===== src/design/srlm_pkg.sv =====
package srlm_pkg;

	localparam int SAMPW = 16;
	localparam int GAINW = 10;
	localparam int GATEW = 16;
	localparam int CFGW  = 16;
	localparam int LVLW  = 16;
	localparam int BIW   = 4;
	localparam int FRAC  = 8;
	localparam int MAGW  = 24;          // |sample*256 - mean| < 2^24
	localparam int SQW   = 48;          // radicand width of the root unit
	localparam int SQH   = SQW / 2;     // root width

	localparam logic [16:0] ONE_Q15 = 17'd32768;

	localparam logic [GAINW-1:0] GAIN_RST = 10'd200;
	localparam logic [GATEW-1:0] GATE_RST = 16'd328;

	typedef enum logic {
		REG_GAIN = 1'b0,
		REG_GATE = 1'b1
	} reg_idx_t;

	typedef enum logic {
		OP_DIV  = 1'b0,
		OP_SQRT = 1'b1
	} ds_op_t;

	typedef struct packed {
		logic   go;
		ds_op_t op;
	} ds_req_t;

endpackage


===== src/design/srlm_divsqrt.sv =====
// Shared shift/subtract unit: restoring divide, one quotient bit a cycle,
// or digit-by-digit square root, one root bit a cycle.
module srlm_divsqrt #(
	parameter int DW = 59,
	parameter int CW = 11
) (
	input  logic                         clk,
	input  logic                         arst_n,
	input  srlm_pkg::ds_req_t            req,
	input  logic [DW-1:0]                dividend,
	input  logic [CW-1:0]                divisor,
	input  logic [srlm_pkg::SQW-1:0]     radicand,
	output logic                         done,
	output logic [DW-1:0]                quotient,
	output logic [srlm_pkg::SQH-1:0]     root
);

	localparam int SQH  = srlm_pkg::SQH;
	localparam int SQW  = srlm_pkg::SQW;
	localparam int PW   = (CW + 1 > SQH + 2) ? CW + 1 : SQH + 2;
	localparam int CNTW = $clog2(DW + 1);

	logic [DW-1:0]     work_q;
	logic [PW-1:0]     part_q;
	logic [SQH-1:0]    root_q;
	logic [CW-1:0]     div_q;
	logic [CNTW-1:0]   cnt_q;
	logic              busy_q;
	logic              done_q;
	srlm_pkg::ds_op_t  op_q;

	logic [PW-1:0] trial_val;
	logic [PW-1:0] trial_sub;
	logic          ge;
	logic [PW-1:0] part_d;

	always_comb begin
		if (op_q == srlm_pkg::OP_SQRT) begin
			trial_val = PW'({part_q[SQH-1:0], work_q[DW-1 -: 2]});
			trial_sub = PW'({root_q, 2'b01});
		end else begin
			trial_val = PW'({part_q[CW-1:0], work_q[DW-1]});
			trial_sub = PW'(div_q);
		end
		ge     = (trial_val >= trial_sub);
		part_d = ge ? (trial_val - trial_sub) : trial_val;
	end

	always_ff @(posedge clk or negedge arst_n) begin
		if (!arst_n) begin
			busy_q <= 1'b0;
			done_q <= 1'b0;
			cnt_q  <= '0;
		end else begin
			done_q <= 1'b0;
			if (req.go) begin
				op_q   <= req.op;
				div_q  <= divisor;
				part_q <= '0;
				root_q <= '0;
				busy_q <= 1'b1;
				if (req.op == srlm_pkg::OP_SQRT) begin
					work_q <= {radicand, {(DW - SQW){1'b0}}};
					cnt_q  <= CNTW'(SQH);
				end else begin
					work_q <= dividend;
					cnt_q  <= CNTW'(DW);
				end
			end else if (busy_q) begin
				part_q <= part_d;
				if (op_q == srlm_pkg::OP_SQRT) begin
					work_q <= {work_q[DW-3:0], 2'b00};
					root_q <= {root_q[SQH-2:0], ge};
				end else begin
					work_q <= {work_q[DW-2:0], ge};
				end
				cnt_q <= cnt_q - 1'b1;
				if (cnt_q == CNTW'(1)) begin
					busy_q <= 1'b0;
					done_q <= 1'b1;
				end
			end
		end
	end

	assign done     = done_q;
	assign quotient = work_q;
	assign root     = root_q;

endmodule


===== config.mk =====
export PLATFORM = sky130hd
export DESIGN_NAME = srlm_divsqrt
export DESIGN_NICKNAME = d
export VERILOG_FILES = /design/src/design/srlm_pkg.sv /design/src/design/srlm_divsqrt.sv
export SDC_FILE = /design/constraint.sdc
export NUM_CORES = 1
export LEC_CHECK = 0
export ABC_CLOCK_PERIOD_IN_PS = 9700
export BUFFER_PORTS_ARGS = -buffer_cell sky130_fd_sc_hd__buf_2
export CORE_MARGIN = 2
export CORE_UTILIZATION = 25
export CTS_CLUSTER_SIZE = 24
export DETAILED_ROUTE_END_ITERATION = 10
export PLACE_DENSITY = 0.42
export SYNTH_ARGS = -nofsm -noshare
export SYNTH_HDL_FRONTEND = slang
export SYNTH_SLANG_ARGS = --single-unit

===== constraint.sdc =====
create_clock -name clk -period 9.7 [get_ports clk]
set_input_delay 1.455 -clock clk [delete_from_list [all_inputs] [get_ports clk]]
set_output_delay 1.455 -clock clk [all_outputs]
set_load 0.01 [all_outputs]

* Word-level counts from Yosys, hierarchy flattened
Index checks and enable logic that the tools add are counted.
Cells by class: divide/modulo/power cells 0, multiplexer cells 19, equality and inequality tests 1, order comparisons 1, add/subtract/negate cells 2, reductions and logical operators 3, shift-type cells 0, bitwise logic cells 0, $mul 0
Operators with widths (count):
- 59-bit two-way mux | 4
- 26-bit two-way mux | 4
- 24-bit two-way mux | 2
- 26-bit >= comparator | 1
- 26-bit subtractor | 1
- 6-bit two-way mux | 3
- 6-bit by 1-bit equality test with 1-bit output, second input constant | 1
- 1-bit two-way mux | 6
- 6-bit by 1-bit subtractor with 6-bit output, second input constant | 1
- 2-bit AND reduction | 2
- 2-bit nonzero test | 1
Storage, ports and cells: register bits after elaboration 129, output and inout port bits 84, memories kept 0, word-level logic and storage cells 34, bits in writable memories 0, latch bits 0, bits in read-only memories 0

* Depth between registers and ports, before layout
word-level depth 5, depth in mapped cells 18

* Least setup slack after synthesis
No wires, ideal clock.
kind input-to-reg, from input port req[1] (netlist name), to register work_q[0] (netlist: quotient[0]) (enable), arrival 4.694 ns, path buffers 2, stages 4, setup time 0.482 ns, path slack 4.524 ns, cells stage by stage clkbuf_1 -> nor2_1 -> clkbuf_1 -> nor2b_1
Between the ends: longest elaborated chain between the ends 2
RTL lines:
- from (decl) | line srlm_divsqrt.sv:9 | input srlm_pkg::ds_req_t req,
- 2-bit nonzero test (no source line)
- 2-bit AND reduction (no source line)
- to (signal assigned) | line srlm_divsqrt.sv:63 | work_q <= {radicand, {(DW - SQW){1'b0}}};
- to (signal assigned) | line srlm_divsqrt.sv:66 | work_q <= dividend;
- to (signal assigned) | line srlm_divsqrt.sv:72 | work_q <= {work_q[DW-3:0], 2'b00};
- to (decl) | line srlm_divsqrt.sv:23 | logic [DW-1:0] work_q;
No other way between the ends. A chain may end at the register's enable or synchronous reset.

* Final worst setup path
from register op_q, to register part_q[17], data pin
Between the ends: longest elaborated chain between the ends 4
RTL lines:
- from (decl) | line srlm_divsqrt.sv:30 | srlm_pkg::ds_op_t op_q;
- from (signal assigned) | line srlm_divsqrt.sv:57 | op_q <= req.op;
- 26-bit two-way mux | line srlm_divsqrt.sv:38 | if (op_q == srlm_pkg::OP_SQRT) begin
- 26-bit subtractor / 26-bit >= comparator (equally long branches) | line srlm_divsqrt.sv:46, srlm_divsqrt.sv:45
- 26-bit two-way mux * | line srlm_divsqrt.sv:46 | part_d = ge ? (trial_val - trial_sub) : trial_val;
- 26-bit two-way mux * | line srlm_divsqrt.sv:69 | end else if (busy_q) begin
- to (signal assigned) | line srlm_divsqrt.sv:70 | part_q <= part_d;
- to (decl) | line srlm_divsqrt.sv:24 | logic [PW-1:0] part_q;
Mark *: on every way between the ends. The rest lies on a longest branch, timed or not.

==> key figures <==
Clock network
  • Clk pin slew, worst setup/hold paths: 0.07 ns
  • Clock buffer depth: 2
  • Post-CTS Setup Bufs: 0
  • CTS sink cnt: 127
  • H-tree lvl count: 4
  • CTS Hold Buffers Added: 0
  • Num CTS Buffers: 17
  • TritonCTS clock tree: done
  • Clk_lat worst skew: 0.43 ns
  • CTS root buf: clkbuf_16
  • # resized after CTS: 0

Power
  • Pleak: 0.00425 uW
  • Cell area power density: 183 nW/um^2
  • Worst vdd ir: 0.133 mV

Global route
  • Grt ovf: 0
  • All-Layer GR Usage: 13.9%
  • First-pass GRT wire length: 38200 um
  • Initial antenna violation count: 6
  • Vias in the first global route: 6721
  • Pin count of the biggest net entering global routing: 107

Yosys
  • Register area share after synthesis: 45.4%
  • Top_reg_cell synth: edfxtp_1
  • Netlist cell types: 63
  • Synth warn: 0
  • Post-synth EDFFs: 119
  • Cell area after synthesis: 8310 um^2
  • Post-synth ARST share: 6.30%
  • Synthesized area per cell: 10.1 um^2
  • #FFs+latches synth: 127
  • Cells after Synth: 819
  • Syn_nets: 969

Timing
  • RSZ-0062 raised after global routing: no
  • Setup WS post-layout: 5.44 ns
  • Max_slew headroom: 27.9%
  • Final hold viol count: 0
  • Final period util: 43.9%
  • Worst Tran Pin Value: 1.08 ns
  • Max Clk Rate: 0.235 GHz
  • Clock Skew: 0.0127 ns
  • Setup-failing EPs final: 0
  • Setup_tns: 0 ns
  • Fin. max-slew vios: 0
  • Min cycle time layout: 4.26 ns

Die
  • Core area: 32600 um^2
  • # IOs: 206
  • Die Ht: 186 um
  • Die X: 186 um
  • Die area: 34700 um^2
  • Row cnt: 66
  • Starting density of the core: 25.5%

Worst setup path
  • CP Capture Type: flip-flop
  • CP Data Required Time: 9.87 ns
  • Slowest cell on the critical path: o21ai_2
  • Critical Path Start Type: flip-flop
  • FF-to-FF setup slack: 5.44 ns
  • Crit path DAT: 4.43 ns
  • Slowest stage delay, CP: 0.80 ns
  • CP cell instances: buf_4 -> mux2i_1 -> ha_1 -> fa_1 -> nand2b_1 -> a21oi_1 -> o221ai_1 -> nand3b_1 -> a211oi_2 -> o21ai_2 -> nor3_4 -> a221o_1
  • Setup CP Type: reg2reg
  • Critical path peak fanout: 64

Outcome
  • Status: complete, no violations

Hold path
  • Hold Crit Class: reg2reg

Placed design
  • IO Port Bufs: 205
  • Pre-CTS setup slack: 5.38 ns
  • Routability Congestion: 0.756
  • Placed wire-length estimate: 16800 um

Job
  • Max Cap Viol: 0

Routing
  • Final wirelength: 24400 um
  • Initial drt markers: 412
  • Via density: 4.68
  • Routed WL per cell: 16.8 um
  • ANT nets after route: 0
  • DR vias: 6789
  • DRC Markers: 0
  • 1st-pass router iterations: 5

Layout
  • Fraction of layout cells with a size suffix above 1: 27.3%
  • # nets final: 1144
  • Area added between synthesis and finish: 24.5%
  • Final core occ: 31.7%
[layer usage]
layer  vias up  routed length [um]  global-route usage [%]
met2       171               11200                    21.3
met4         8                 354                    4.12
met5         -                  46                       0
met1      3159               11500                    18.9
met3        26                1300                    3.89
li1       3425                   -                       -
[kinds of logic after synthesis]
kind of cell               share of synthesized area [%]
AOI/OAI and AO/OA                                   18.5
muxes                                               10.8
xor gates and xnor gates                            2.74
adders and majority gates                           4.31
and+or+nand+nor                                     14.7
DFF                                                 45.4
buffers and inverters                               3.48
[critical path, delay by kind of cell (launching register included)]
family	cells	cell delay, ns
multiplexers	1	0.21
AO/OA/AOI/OAI	5	1.66
flip-flops	1	0.34
AND/OR/NAND/NOR	3	0.50
adder cells (fa/ha/maj)	2	0.68
buffers and inverters	1	0.59
[cells in the final DEF (no fill, tap or decap), types with 8 or more instances in the layout]
master,Yosys,layout
buf_2,6,204
edfxtp_1,119,119
a21oi_1,99,99
nand2_1,90,90
mux2i_1,74,74
a211oi_1,59,59
nor2b_1,53,52
nor2_1,31,31
ha_1,27,27
and2_1,19,19
a21o_1,18,18
xor2_1,17,17
clkbuf_16,0,17
o21ai_0,15,15
mux2_2,13,13
nor3_1,12,12
buf_4,2,11
a221o_1,9,9
xnor2_1,9,9
dfrtp_1,8,8
[cells in the mapped netlist (3+ instances only)]
master      n  area share (%)
mux2_2     13             1.8
a21o_1     18             1.6
and2_1     19             1.4
a221o_1     9             1.1
dfrtp_1     8             2.4
ha_1       27             4.1
nand2b_1    5            0.38
nor3_1     12            0.72
nand3_1     7            0.42
xnor2_1     9            0.95
nand4_1     6            0.45
xor2_1     17             1.8
or2_2       4            0.30
buf_1       4            0.18
nor4_1      4            0.30
o21ai_1     3            0.18
nor2b_1    53             4.0
edfxtp_1  119              43
o21bai_1    3            0.27
and3_1      3            0.23
mux2i_1    74             8.9
a21oi_1    99             6.0
a211oi_1   59             5.3
o21ai_0    15            0.90
buf_2       6            0.36
nand2_1    90             4.1
a31oi_1     3            0.23
o22ai_1     3            0.23
clkbuf_1   45             2.0
a22o_1      3            0.32
inv_1       7            0.32
nor2_1     31             1.4
[metrics by stage]
step / cell area [um^2] / hold slack, ns / power, uW / instances
4_1_cts: 10300 / 0.564 / 1920 / 1449
3_5_place_dp: 9720 / 0.553 / 1230 / 1417
2_1_floorplan: 8310 / 0.472 / 1070 / 819
5_1_grt: 10300 / 0.591 / 2000 / 1449
3_3_place_gp: 9720 / 0.565 / 1230 / 1417
6_report: 10300 / 0.564 / 1900 / 1451
[registers in the layout, indices dropped and copies added, names as in the netlist]
| signal | count |
|---|---|
| quotient | 59 |
| part_q | 24 |
| root | 24 |
| div_q | 11 |
| cnt_q | 6 |
| busy_q | 1 |
| done | 1 |
| op_q | 1 |
[worst paths after layout]
check / from / endpoint / depth (start not counted)
max in group asynchronous: arst_n / cnt_q[3]$_DFFE_PN0N_ / 3
setup reg to reg: op_q$_DFFE_PP_ / part_q[17]$_SDFFCE_PP0P_ / 12
min in group asynchronous: arst_n / cnt_q[1]$_DFFE_PN0N_ / 3
hold reg to reg: cnt_q[4]$_DFFE_PN0N_ / done$_DFF_PN0_ / 1
hold / removal: cnt_q[4]$_DFFE_PN0N_ / done$_DFF_PN0_ / 1
setup / recovery: op_q$_DFFE_PP_ / part_q[17]$_SDFFCE_PP0P_ / 12
[area by class of cell]
class                      instances  area [um^2]
multi-input combinational        623         4250
clock buffer                      19          453
clock inverter                    13          163
tap                              442          553
sequential                       127         3770
antenna                            2         5.00
timing repair buffer             215         1100
fill                            3392        22300
inverter                          10         37.5
[where the power goes]
part           switching [uW]  leakage (uW)  internal (uW)
registers                43.6       0.00127            669
logic                     285       0.00268            218
clock network             262      0.000297            418
total                     590       0.00425           1300
(Power assumes the default switching activity.)
